===== config.mk =====
export PLATFORM = sky130hd
export DESIGN_NAME = configurable_crc_byte_engine
export DESIGN_NICKNAME = d
export VERILOG_FILES = /design/src/hdl/crce_pkg.sv /design/src/hdl/configurable_crc_byte_engine.sv /design/src/hdl/crce_fifo.sv /design/src/hdl/crce_front.sv /design/src/hdl/crce_back.sv
export SDC_FILE = /design/constraint.sdc
export NUM_CORES = 2
export LEC_CHECK = 0
export ABC_AREA = 1
export ABC_CLOCK_PERIOD_IN_PS = 6600
export BUFFER_PORTS_ARGS = -buffer_cell sky130_fd_sc_hd__buf_4
export CORE_UTILIZATION = 41
export CTS_BUF_LIST = sky130_fd_sc_hd__clkbuf_16
export CTS_CLUSTER_SIZE = 24
export DETAILED_ROUTE_END_ITERATION = 16
export PLACE_DENSITY = 0.57
export SLEW_MARGIN = 20
export SYNTH_ARGS = -nofsm -noshare
export SYNTH_HDL_FRONTEND = slang
export SYNTH_SLANG_ARGS = --single-unit

===== constraint.sdc =====
create_clock -name clk -period 6.6 [get_ports clk]
set_input_delay 0.66 -clock clk [delete_from_list [all_inputs] [get_ports clk]]
set_output_delay 0.66 -clock clk [all_outputs]
set_load 0.05 [all_outputs]

===== src/hdl/crce_pkg.sv =====
`default_nettype none

package crce_pkg;

    // Fixed widths of the external fields.
    localparam int CRC_OUT_W   = 64;
    localparam int CFG_DATA_W  = 64;
    localparam int CFG_INDEX_W = 8;
    localparam int WIDTH_SEL_W = 2;

    // Effective CRC width in bits, 8 up to 64, needs seven bits.
    localparam int EFF_W_BITS = 7;

    // Configuration register indexes.
    localparam logic [CFG_INDEX_W-1:0] REG_POLYNOMIAL    = 8'd0;
    localparam logic [CFG_INDEX_W-1:0] REG_WIDTH_SELECT  = 8'd1;
    localparam logic [CFG_INDEX_W-1:0] REG_REFLECTED     = 8'd2;
    localparam logic [CFG_INDEX_W-1:0] REG_INITIAL_VALUE = 8'd3;

    // Reset values of the configuration registers.
    localparam logic [WIDTH_SEL_W-1:0] WIDTH_SEL_RESET = 2'd2;
    localparam logic                   REFLECTED_RESET = 1'b1;

    // One queued request: a message byte and its restart flag.
    typedef struct packed {
        logic       restart;
        logic [7:0] data_byte;
    } item_t;

    localparam int ITEM_W = $bits(item_t);

endpackage

`default_nettype wire


===== src/hdl/configurable_crc_byte_engine.sv =====
`default_nettype none
// Each byte waits in the request queue; its CRC is registered into the result queue and read from there.
// One byte per cycle while the result queue has room; the eight-bit update is one XOR network.
// Queues of two entries on each side let input and output stall independently.
// Reset (asynchronous, active low) empties both queues, clears the running CRC and sets the
// registers to polynomial 0, 32-bit width, reflected order and initial value 0.
module configurable_crc_byte_engine
    import crce_pkg::*;
#(
    parameter int MAX_WIDTH = 64
)
(
    input  wire logic                   clk,
    input  wire logic                   rst_n,
    // Byte input
    input  wire logic                   push,
    input  wire logic [7:0]             data_byte,
    input  wire logic                   restart,
    output logic                        full,
    // CRC output
    output logic                        empty,
    input  wire logic                   pop,
    output logic [CRC_OUT_W-1:0]        crc_value,
    // Register writes
    input  wire logic                   cfg_valid,
    input  wire logic [CFG_INDEX_W-1:0] cfg_index,
    input  wire logic [CFG_DATA_W-1:0]  cfg_data,
    output logic                        cfg_ready
);

    logic                  cmd_valid;
    item_t                 cmd;
    logic                  cmd_pop;
    logic                  refl;
    logic [MAX_WIDTH-1:0]  crc_mask;
    logic [MAX_WIDTH-1:0]  top_bit;
    logic [MAX_WIDTH-1:0]  poly_eff;
    logic [MAX_WIDTH-1:0]  init_eff;
    logic [EFF_W_BITS-1:0] byte_shift;

    // Front: registers and request queue.
    crce_front #(
        .CRC_W (MAX_WIDTH)
    ) u_front (
        .clk        (clk),
        .rst_n      (rst_n),
        .push       (push),
        .data_byte  (data_byte),
        .restart    (restart),
        .full       (full),
        .cfg_valid  (cfg_valid),
        .cfg_index  (cfg_index),
        .cfg_data   (cfg_data),
        .cfg_ready  (cfg_ready),
        .cmd_valid  (cmd_valid),
        .cmd        (cmd),
        .cmd_pop    (cmd_pop),
        .refl       (refl),
        .crc_mask   (crc_mask),
        .top_bit    (top_bit),
        .poly_eff   (poly_eff),
        .init_eff   (init_eff),
        .byte_shift (byte_shift)
    );

    // Back: CRC update and result queue.
    crce_back #(
        .CRC_W (MAX_WIDTH)
    ) u_back (
        .clk        (clk),
        .rst_n      (rst_n),
        .cmd_valid  (cmd_valid),
        .cmd        (cmd),
        .cmd_pop    (cmd_pop),
        .refl       (refl),
        .crc_mask   (crc_mask),
        .top_bit    (top_bit),
        .poly_eff   (poly_eff),
        .init_eff   (init_eff),
        .byte_shift (byte_shift),
        .empty      (empty),
        .pop        (pop),
        .crc_value  (crc_value)
    );

endmodule

`default_nettype wire


===== src/hdl/crce_fifo.sv =====
`default_nettype none

module crce_fifo
    import crce_pkg::*;
#(
    parameter int WIDTH = 8
)
(
    input  wire logic             clk,
    input  wire logic             rst_n,
    input  wire logic             push,
    input  wire logic [WIDTH-1:0] wr_data,
    output logic                  full,
    input  wire logic             pop,
    output logic [WIDTH-1:0]      rd_data,
    output logic                  empty
);

    localparam int DEPTH = 2;

    logic [WIDTH-1:0] entry_reg [DEPTH];
    logic             wr_ptr_reg;
    logic             wr_ptr_next;
    logic             rd_ptr_reg;
    logic             rd_ptr_next;
    logic [1:0]       count_reg;
    logic [1:0]       count_next;
    logic             do_push;
    logic             do_pop;

    // Handshake qualification.
    assign full    = (count_reg == 2'(DEPTH));
    assign empty   = (count_reg == 2'd0);
    assign do_push = push && !full;
    assign do_pop  = pop && !empty;
    assign rd_data = entry_reg[rd_ptr_reg];

    // Pointer and occupancy updates.
    always_comb
    begin
        wr_ptr_next = do_push ? !wr_ptr_reg : wr_ptr_reg;
        rd_ptr_next = do_pop ? !rd_ptr_reg : rd_ptr_reg;
        count_next  = count_reg;
        if (do_push && !do_pop)
        begin
            count_next = count_reg + 2'd1;
        end
        else if (do_pop && !do_push)
        begin
            count_next = count_reg - 2'd1;
        end
    end

    always_ff @(posedge clk or negedge rst_n)
    begin
        if (!rst_n)
        begin
            wr_ptr_reg <= 1'b0;
            rd_ptr_reg <= 1'b0;
            count_reg  <= 2'd0;
        end
        else
        begin
            wr_ptr_reg <= wr_ptr_next;
            rd_ptr_reg <= rd_ptr_next;
            count_reg  <= count_next;
        end
    end

    // Storage needs no reset; only written entries are ever read.
    always_ff @(posedge clk)
    begin
        if (do_push)
        begin
            entry_reg[wr_ptr_reg] <= wr_data;
        end
    end

    // Occupancy never exceeds the depth.
    a_count_range: assert property (@(posedge clk) disable iff (!rst_n)
        count_reg <= 2'(DEPTH))
        else $error("queue occupancy beyond its depth");

    // A request taken without a pop adds exactly one entry.
    a_push_counts: assert property (@(posedge clk) disable iff (!rst_n)
        (do_push && !do_pop) |=> (count_reg == $past(count_reg) + 2'd1))
        else $error("queue occupancy did not grow on push");

    // Popping the last entry with nothing arriving leaves the queue empty.
    a_pop_last: assert property (@(posedge clk) disable iff (!rst_n)
        (do_pop && !do_push && count_reg == 2'd1) |=> empty)
        else $error("queue not empty after last pop");

    // Pointers stay apart by exactly the occupancy.
    a_ptr_match: assert property (@(posedge clk) disable iff (!rst_n)
        (wr_ptr_reg == rd_ptr_reg) == (count_reg != 2'd1))
        else $error("queue pointers disagree with occupancy");

endmodule

`default_nettype wire


===== src/hdl/crce_front.sv =====
`default_nettype none

module crce_front
    import crce_pkg::*;
#(
    parameter int CRC_W = 64
)
(
    input  wire logic                   clk,
    input  wire logic                   rst_n,
    // Item side
    input  wire logic                   push,
    input  wire logic [7:0]             data_byte,
    input  wire logic                   restart,
    output logic                        full,
    // Configuration side
    input  wire logic                   cfg_valid,
    input  wire logic [CFG_INDEX_W-1:0] cfg_index,
    input  wire logic [CFG_DATA_W-1:0]  cfg_data,
    output logic                        cfg_ready,
    // Towards the engine
    output logic                        cmd_valid,
    output item_t                       cmd,
    input  wire logic                   cmd_pop,
    output logic                        refl,
    output logic [CRC_W-1:0]            crc_mask,
    output logic [CRC_W-1:0]            top_bit,
    output logic [CRC_W-1:0]            poly_eff,
    output logic [CRC_W-1:0]            init_eff,
    output logic [EFF_W_BITS-1:0]       byte_shift
);

    localparam logic [EFF_W_BITS-1:0] CRC_W_CAP = EFF_W_BITS'(CRC_W);

    logic [CRC_W-1:0]       poly_reg;
    logic [WIDTH_SEL_W-1:0] width_sel_reg;
    logic                   reflected_reg;
    logic [CRC_W-1:0]       init_reg;
    logic [EFF_W_BITS-1:0]  sel_width;
    logic [EFF_W_BITS-1:0]  eff_width;
    item_t                  in_item;
    logic [ITEM_W-1:0]      q_data;
    logic                   q_empty;

    // The register port never stalls.
    assign cfg_ready = 1'b1;

    // Register file, written by index; unknown indexes are dropped.
    always_ff @(posedge clk or negedge rst_n)
    begin
        if (!rst_n)
        begin
            poly_reg      <= '0;
            width_sel_reg <= WIDTH_SEL_RESET;
            reflected_reg <= REFLECTED_RESET;
            init_reg      <= '0;
        end
        else if (cfg_valid && cfg_ready)
        begin
            unique case (cfg_index)
                REG_POLYNOMIAL:    poly_reg      <= cfg_data[CRC_W-1:0];
                REG_WIDTH_SELECT:  width_sel_reg <= cfg_data[WIDTH_SEL_W-1:0];
                REG_REFLECTED:     reflected_reg <= cfg_data[0];
                REG_INITIAL_VALUE: init_reg      <= cfg_data[CRC_W-1:0];
                default:           ;
            endcase
        end
    end

    // Effective width, capped by the synthesised CRC width, and its masks.
    always_comb
    begin
        sel_width = EFF_W_BITS'(8) << width_sel_reg;
        eff_width = (sel_width > CRC_W_CAP) ? CRC_W_CAP : sel_width;
        for (int i = 0; i < CRC_W; i++)
        begin
            crc_mask[i] = (EFF_W_BITS'(i) < eff_width);
        end
        top_bit    = crc_mask ^ (crc_mask >> 1);
        byte_shift = eff_width - EFF_W_BITS'(8);
        poly_eff   = poly_reg & crc_mask;
        init_eff   = init_reg & crc_mask;
        refl       = reflected_reg;
    end

    // Incoming requests wait in a short queue for the engine.
    always_comb
    begin
        in_item.restart   = restart;
        in_item.data_byte = data_byte;
    end

    crce_fifo #(
        .WIDTH (ITEM_W)
    ) u_item_q (
        .clk     (clk),
        .rst_n   (rst_n),
        .push    (push),
        .wr_data (in_item),
        .full    (full),
        .pop     (cmd_pop),
        .rd_data (q_data),
        .empty   (q_empty)
    );

    assign cmd_valid = !q_empty;
    assign cmd       = item_t'(q_data);

endmodule

`default_nettype wire


===== src/hdl/crce_back.sv =====
`default_nettype none

module crce_back
    import crce_pkg::*;
#(
    parameter int CRC_W = 64
)
(
    input  wire logic                  clk,
    input  wire logic                  rst_n,
    // From the front queue
    input  wire logic                  cmd_valid,
    input  wire item_t                 cmd,
    output logic                       cmd_pop,
    input  wire logic                  refl,
    input  wire logic [CRC_W-1:0]      crc_mask,
    input  wire logic [CRC_W-1:0]      top_bit,
    input  wire logic [CRC_W-1:0]      poly_eff,
    input  wire logic [CRC_W-1:0]      init_eff,
    input  wire logic [EFF_W_BITS-1:0] byte_shift,
    // Result side
    output logic                       empty,
    input  wire logic                  pop,
    output logic [CRC_OUT_W-1:0]       crc_value
);

    logic [CRC_W-1:0] running_crc_reg;
    logic [CRC_W-1:0] running_crc_next;
    logic [CRC_W-1:0] crc_start;
    logic [CRC_W-1:0] out_data;
    logic             out_full;
    logic             fire;

    // Eight shift-and-XOR steps for one byte, in either bit order.
    function automatic logic [CRC_W-1:0] crc_byte(
        input logic [CRC_W-1:0]      crc_in,
        input logic [7:0]            byte_in,
        input logic                  refl_in,
        input logic [CRC_W-1:0]      mask_in,
        input logic [CRC_W-1:0]      top_in,
        input logic [CRC_W-1:0]      poly_in,
        input logic [EFF_W_BITS-1:0] shift_in
    );
        logic [CRC_W-1:0] c;
        logic             fb;
        if (refl_in)
        begin
            c = crc_in ^ CRC_W'(byte_in);
            for (int k = 0; k < 8; k++)
            begin
                fb = c[0];
                c  = c >> 1;
                if (fb)
                begin
                    c = c ^ poly_in;
                end
            end
        end
        else
        begin
            c = crc_in ^ (CRC_W'(byte_in) << shift_in);
            for (int k = 0; k < 8; k++)
            begin
                fb = |(c & top_in);
                c  = (c << 1) & mask_in;
                if (fb)
                begin
                    c = c ^ poly_in;
                end
            end
        end
        return c & mask_in;
    endfunction

    // Take a request whenever the result queue has room.
    assign fire    = cmd_valid && !out_full;
    assign cmd_pop = fire;

    always_comb
    begin
        crc_start        = (cmd.restart ? init_eff : running_crc_reg) & crc_mask;
        running_crc_next = crc_byte(crc_start, cmd.data_byte, refl, crc_mask,
                                    top_bit, poly_eff, byte_shift);
    end

    // Running CRC carried from one byte to the next.
    always_ff @(posedge clk or negedge rst_n)
    begin
        if (!rst_n)
        begin
            running_crc_reg <= '0;
        end
        else if (fire)
        begin
            running_crc_reg <= running_crc_next;
        end
    end

    // Results wait here so that the engine need not stall on a slow reader.
    crce_fifo #(
        .WIDTH (CRC_W)
    ) u_result_q (
        .clk     (clk),
        .rst_n   (rst_n),
        .push    (fire),
        .wr_data (running_crc_next),
        .full    (out_full),
        .pop     (pop),
        .rd_data (out_data),
        .empty   (empty)
    );

    assign crc_value = CRC_OUT_W'(out_data);

endmodule

`default_nettype wire

## Word level (Yosys, flattened, before mapping)

Memory sizes are Yosys's and may differ from the RTL's.
Cells that the tools add are included.

- Memories kept: 2
- RAM bits: 146
- Output and inout bits: 67
- Word-level logic and storage cells: 208
- Register bits after elaboration: 203

- $add $sub $neg: 5
- Shift-type cells: 2
- Muxes and demuxes: 41
- Order comparisons: 65
- Bitwise logic cells: 39
- Reduce and logical (&&, ||, !) cells: 38
- Equal/unequal tests: 5

Memories:

| name | depth | width | rd ports | clocked after memory_dff | write ports | RTL line | text |
|---|---|---|---|---|---|---|---|
| u_back.u_result_q.entry_reg | 2 | 64 | 1 | 0 | 1 | crce_fifo.sv:21 | `logic [WIDTH-1:0] entry_reg [DEPTH];` |
| u_front.u_item_q.entry_reg | 2 | 9 | 1 | 0 | 1 | crce_fifo.sv:21 |  |

Operator list:

| kind | count |
|---|---|
| 64-bit two-way mux | 32 |
| 64-bit bitwise AND | 20 |
| 64-bit bitwise XOR | 9 |
| 64-bit OR reduction | 8 |
| 63-bit by 64-bit bitwise XOR with 64-bit output | 8 |
| 6-bit by 7-bit less-than comparator with 1-bit output, first input constant | 32 |
| 5-bit by 7-bit less-than comparator with 1-bit output, first input constant | 16 |
| 8-bit by 7-bit << shifter with 64-bit output | 1 |
| 64-bit by 63-bit bitwise XOR with 64-bit output | 1 |
| 64-bit by 8-bit bitwise XOR with 64-bit output | 1 |
| 4-bit by 7-bit less-than comparator with 1-bit output, first input constant | 8 |
| 3-bit by 7-bit less-than comparator with 1-bit output, first input constant | 4 |
| 8-bit by 2-bit equality test with 1-bit output, second input constant | 2 |
| 1-bit by 7-bit less-than comparator with 1-bit output, first input constant | 2 |
| 2-bit by 7-bit less-than comparator with 1-bit output, first input constant | 2 |
| 1-bit zero test | 12 |
| 1-bit logical AND | 9 |
| 8-bit by 1-bit equality test with 1-bit output, second input constant | 1 |
| 8-bit zero test | 1 |
| 2-bit two-way mux | 4 |
| 2-bit AND reduction | 4 |
| 7-bit > comparator, second input constant | 1 |
| 7-bit two-way mux | 1 |
| 4-bit by 2-bit << shifter with 7-bit output, first input constant | 1 |
| 7 further kinds | 15 |

## Logic depth before layout (Yosys ltp)

- Depth in word-level cells: 41
- Mapped depth: 64

## By module

A second synthesis with hierarchy kept.

- Cells, all modules: 7311
- Area total of the unflattened synthesis: 44253.7 sq um

By module, submodules not included:

| module | area each (sq um) | times used | cells each | seq. area each (sq um) |
|---|---|---|---|---|
| crce_back | 31171.1 | 1 | 5879 | 1601.5 |
| crce_front | 7313.3 | 1 | 988 | 3280.6 |
| crce_fifo (u_back.u_result_q) | 4888.4 | 1 | 366 | 3943.8 |
| crce_fifo (u_front.u_item_q) | 880.8 | 1 | 78 | 640.6 |

## Worst setup path after synthesis

Ideal clock, no wire load.

- Path kind: reg-to-reg
- Start point: register u_front.width_sel_reg[1]
- End point: memory u_back.u_result_q.entry_reg[0][63] (netlist bit) (data pin)
- Path buffers: 11
- Setup slack: -136 ps
- Library setup time: 258 ps
- Arrival: 6479 ps
- Cell stages (with the launch flop): 58
- Cells stage by stage: dfstp_2 -> nor2_2 -> inv_2 -> buf_2 -> buf_2 -> buf_2 -> buf_2 -> ha_1 -> inv_1 -> buf_1 -> nand3_1 -> nor2_1 -> xor2_1 -> xor2_1 -> nand2_1 -> nand2_1 -> xor2_1 -> nand2_1 -> [22 not listed] -> nand2_4 -> buf_6 -> nand2_1 -> nand2_1 -> o21ai_2 -> inv_2 -> nand2_2 -> buf_6 -> nand2_2 -> nand3_1 -> nand2_2 -> nor2_8 -> nand2_4 -> buf_6 -> buf_6 -> nand3_1 -> nand3_1 -> and2_1

- Word-level cells in the longest chain between the ends: 41
- Elaborated cells between the ends (all ways): 148
- Those cells by class: add/sub (1); order compare (65); shift (2); mux (33); bitwise (39); reduce/logical (8)

RTL lines:

| what | RTL line | text |
|---|---|---|
| from (decl) | crce_front.sv:36 | `logic [WIDTH_SEL_W-1:0] width_sel_reg;` |
| from (signal assigned) | crce_front.sv:62 | `REG_WIDTH_SELECT: width_sel_reg <= cfg_data[WIDTH_SEL_W-1:0];` |
| 4-bit by 2-bit << shifter with 7-bit output * | crce_front.sv:73 | `sel_width = EFF_W_BITS'(8) << width_sel_reg;` |
| 7-bit > comparator | crce_front.sv:74 | `eff_width = (sel_width > CRC_W_CAP) ? CRC_W_CAP : sel_width;` |
| 7-bit two-way mux * | crce_front.sv:74 |  |
| parallel branches: the longest is 37 deep, another holds 7-bit by 4-bit subtractor with 7-bit output | -- |  |
| 64-bit bitwise AND * | crce_back.sv:72 | `return c & mask_in;` |
| net u_back.running_crc_next[63] | crce_back.sv:28 | `logic [CRC_W-1:0] running_crc_next;` |
| to (decl) | crce_fifo.sv:21 |  |

Mark *: on every way through the listed nets, which the timed path passes. The select of a mux whose other input is x is not followed.

## Final worst setup path

- Start point: register u_front.width_sel_reg[1]
- End point: memory u_back.u_result_q.entry_reg[1][45] (netlist bit) (data pin)

Same word-level chain as after synthesis.

==> results_dict.tcl <==
set metrics [dict create \
    finalClockSkew_ns 0.0280 \
    fp.dieArea_um2 82200 \
    grt_setup_unrepaired "true" \
    yosys_warnings 0 \
    core_area_um2 80400 \
    yosysTopAreaCell "sky130_fd_sc_hd__nand2_1" \
    largest_stage_delay_on_the_critical_path_ns 0.60 \
    detailroute.via_count 33300 \
    clk_root_buffer_cell "sky130_fd_sc_hd__clkbuf_16" \
    largest_register_ffs 128 \
    hold_viol_final 0 \
    reg2reg_depth 53 \
    drt_pre_antenna_iters 6 \
    layout.nets 5398 \
    worst_pin_slew_ns 1.11 \
    floorplan.initialDensity 0.413 \
    grt_pass1_vias 29600 \
    synth_top_family_by_area "simple AND/OR/NAND/NOR gates" \
    ys_ff_latch 349 \
    grt_antenna_before_repair 3 \
    arrival_ns 7.09 \
    postSynthNetCount 5063 \
    reg2reg_to "u_back.u_result_q.entry_reg[1][45]" \
    cts-buffers-inserted 42 \
    outcome "complete, but fails checks" \
    die_y_um 287 \
    htreeDepth 2 \
    final.setup.worst_slack_ns -0.164 \
    route.detailed.wl_per_inst_um 20.7 \
    synth-compound-area-share 0.0748 \
    hold_ws_ns 0.0573 \
    pin_count 153 \
    r2r-start "u_front.width_sel_reg[1]" \
    failed_checks "negative setup slack" \
    drv_cap 0 \
    worst-endpoint-required_ns 6.93 \
    post_synth_num_cell_types 52 \
    track_usage 0.309 \
    synth_area_um2 33200 \
    mostFrequentLayoutCell "sky130_fd_sc_hd__nand2_1" \
    tritoncts "done" \
    clock_latency_ns 0.60 \
    critPathLaunchType "register" \
    gp_congestion 1.01 \
    yosys.area_share.adder 0.00151 \
    vias_per_cell 5.21 \
    post_layout_cell_count 6401 \
    numClockSinks 349 \
    avgSynthCellArea_um2 6.69 \
    reg2reg_setup_slack_ns -0.16 \
    postRouteWirelength_um 132000 \
    finalWorstPathRequiredPeriod_ns 6.76 \
    drtAntennaViolNets 0 \
    most_frequent_cells_in_the_layout "1736 x sky130_fd_sc_hd__nand2_1, 562 x sky130_fd_sc_hd__xor2_1, 533 x sky130_fd_sc_hd__buf_4, 317 x sky130_fd_sc_hd__nor2_1, 310 x sky130_fd_sc_hd__inv_1" \
    largest_net_degree_at_the_start_of_global_routing 140 \
    timing.max_slew.rel_slack 0.258 \
    fin_crit_sh 1.02 \
    critPathLaunch "u_front.width_sel_reg[1]" \
    worst_path_most_repeated_cell "sky130_fd_sc_hd__nand2_2" \
    post_route_cells_drive_above_1_share 0.187 \
    fin_util 0.511 \
    buffer_ports.inserted 151 \
    timing.critical_path.slowest_stage_cell "sky130_fd_sc_hd__dfstp_2" \
    synthDominantCellAreaShare 0.204 \
    die_width_um 287 \
    syn2layout_area_growth_pct 23.6 \
    final-setup-viol-count 149 \
    critPathMaxFanout 8 \
    cp-endpoint "u_back.u_result_q.entry_reg[1][45]" \
    path_class "reg -> reg" \
    async_flop_share 0.582 \
    synthMuxAreaShare 0.00196 \
    seq_area_frac_synth 0.285 \
    path_clk_slew_ns 0.06 \
    netlist_instances 4973 \
    finalMaxSlewViolations 0 \
    synth_top_flop_cell "sky130_fd_sc_hd__dfrtp_1" \
    post-place-cells 6276 \
    synth.area.top_cells "sky130_fd_sc_hd__nand2_1 20%, sky130_fd_sc_hd__dfrtp_1 15%, sky130_fd_sc_hd__xor2_1 15%" \
    synth_enable_flop_cells 146 \
    num_antenna_cells 0 \
    globalRoute.totalOverflow 0 \
    placed_cell_area_um2 37700 \
    synth-simple-area-share 0.324 \
    clock_path_buffers 3 \
    hpwl_um 97900 \
    grt_pass1_wl_um 192000 \
    fin_area_um2 41100 \
    drt_iter0_drcs 3650 \
    placementRows 104 \
    max_freq_ghz 0.148 \
    synth-xor-area-share 0.232 \
    worst_setup_path_end_kind "register" \
    worst_hold_path_type "in -> async" \
    drc 0 \
]
==> cells by family (layout without fill, tap and decap cells) <==
| group | count (synthesis) | count (layout) |
|---|---|---|
| multiplexers | 6 | 6 |
| AO/OA/AOI/OAI | 446 | 446 |
| AND/OR/NAND/NOR | 2637 | 2643 |
| other | 1 | 1 |
| XOR/XNOR | 876 | 876 |
| buffers and inverters | 654 | 1016 |
| flip-flops | 349 | 349 |
| adder cells (fa/ha/maj) | 4 | 4 |
==> how the worst min path moves through the flow <==
stage,from,to,slack [ns],cells after the start
floorplan,rst_n,u_back.running_crc_reg[0],0.36,0
global placement,u_back.running_crc_reg[35],u_back.running_crc_reg[35],0.46,2
detailed placement,u_back.running_crc_reg[33],u_back.running_crc_reg[33],0.46,2
CTS,rst_n,u_front.init_reg[54],0.06,1
global route,rst_n,u_back.running_crc_reg[48],0.09,1
finish,rst_n,u_back.running_crc_reg[48],0.06,1
==> stage by stage <==
step / setup TNS (ns) / setup WS [ns]
floorplan: 0 / 0.0243
global placement: -1.26 / -0.231
detailed placement: -5.51 / -0.288
CTS: 0 / 0.000163
global route: -74.52 / -0.496
finish: -10.70 / -0.164
==> worst max-delay path: cells and delay by family (launching register included) <==
family	cells	cell delay, ns
flops	1	0.60
fa+ha+maj	1	0.21
buf+inv	11	1.41
simple gates	41	4.25
==> area by class of cell <==
class                      count  area (um^2)
clock inverter                34          357
inverter                     347         1330
tap                         1060         1330
clock buffer                  43         1080
fill                        7971        39300
multi-input combinational   3976        22600
sequential                   349         9470
timing repair buffer         592         4930
==> timing repair <==
action                                  in CTS  in global routing
endpoints found under the setup margin     134                192
pin swaps                                    1                 67
resized for setup                           24                335
gates cloned                                 0                 11
setup buffers                                1                 41
hold buffers                                 0                  0
==> Yosys cell counts, types with 3 or more instances <==
cell type and instances:
sky130_fd_sc_hd__nand2_1 1810, sky130_fd_sc_hd__xor2_1 574, sky130_fd_sc_hd__nand3_1 373, sky130_fd_sc_hd__nor2_1 324, sky130_fd_sc_hd__inv_1 310, sky130_fd_sc_hd__xnor2_1 298
sky130_fd_sc_hd__o21ai_0 277, sky130_fd_sc_hd__dfrtp_1 201, sky130_fd_sc_hd__clkbuf_1 160, sky130_fd_sc_hd__edfxtp_1 146, sky130_fd_sc_hd__buf_2 64, sky130_fd_sc_hd__buf_1 62
sky130_fd_sc_hd__a21oi_1 43, sky130_fd_sc_hd__o21bai_1 35, sky130_fd_sc_hd__nor3_1 26, sky130_fd_sc_hd__nand3b_1 25, sky130_fd_sc_hd__inv_2 24, sky130_fd_sc_hd__nand2_2 20
sky130_fd_sc_hd__o21ai_1 20, sky130_fd_sc_hd__buf_6 19, sky130_fd_sc_hd__o211ai_1 19, sky130_fd_sc_hd__a31oi_1 18, sky130_fd_sc_hd__or2_2 17, sky130_fd_sc_hd__a21boi_1 15
sky130_fd_sc_hd__clkinv_1 12, sky130_fd_sc_hd__and2_1 11, sky130_fd_sc_hd__o21ai_2 7, sky130_fd_sc_hd__nor2_2 6, sky130_fd_sc_hd__nand2_4 5, sky130_fd_sc_hd__nand4_1 5
sky130_fd_sc_hd__nor2_4 5, sky130_fd_sc_hd__ha_1 4, sky130_fd_sc_hd__mux2_2 4, sky130_fd_sc_hd__o21a_1 4, sky130_fd_sc_hd__and3_1 3
==> metal layers <==
metal	vias up	track usage	part of all wire
met4	0	0.0657	0.020
met1	15600	0.470	0.46
met5	-	0	0
met3	118	0.117	0.13
li1	16200	-	-
met2	1485	0.405	0.39
Power is not shown: default switching activity piles up to over one toggle a cycle in this logic, so the estimate is an artifact.
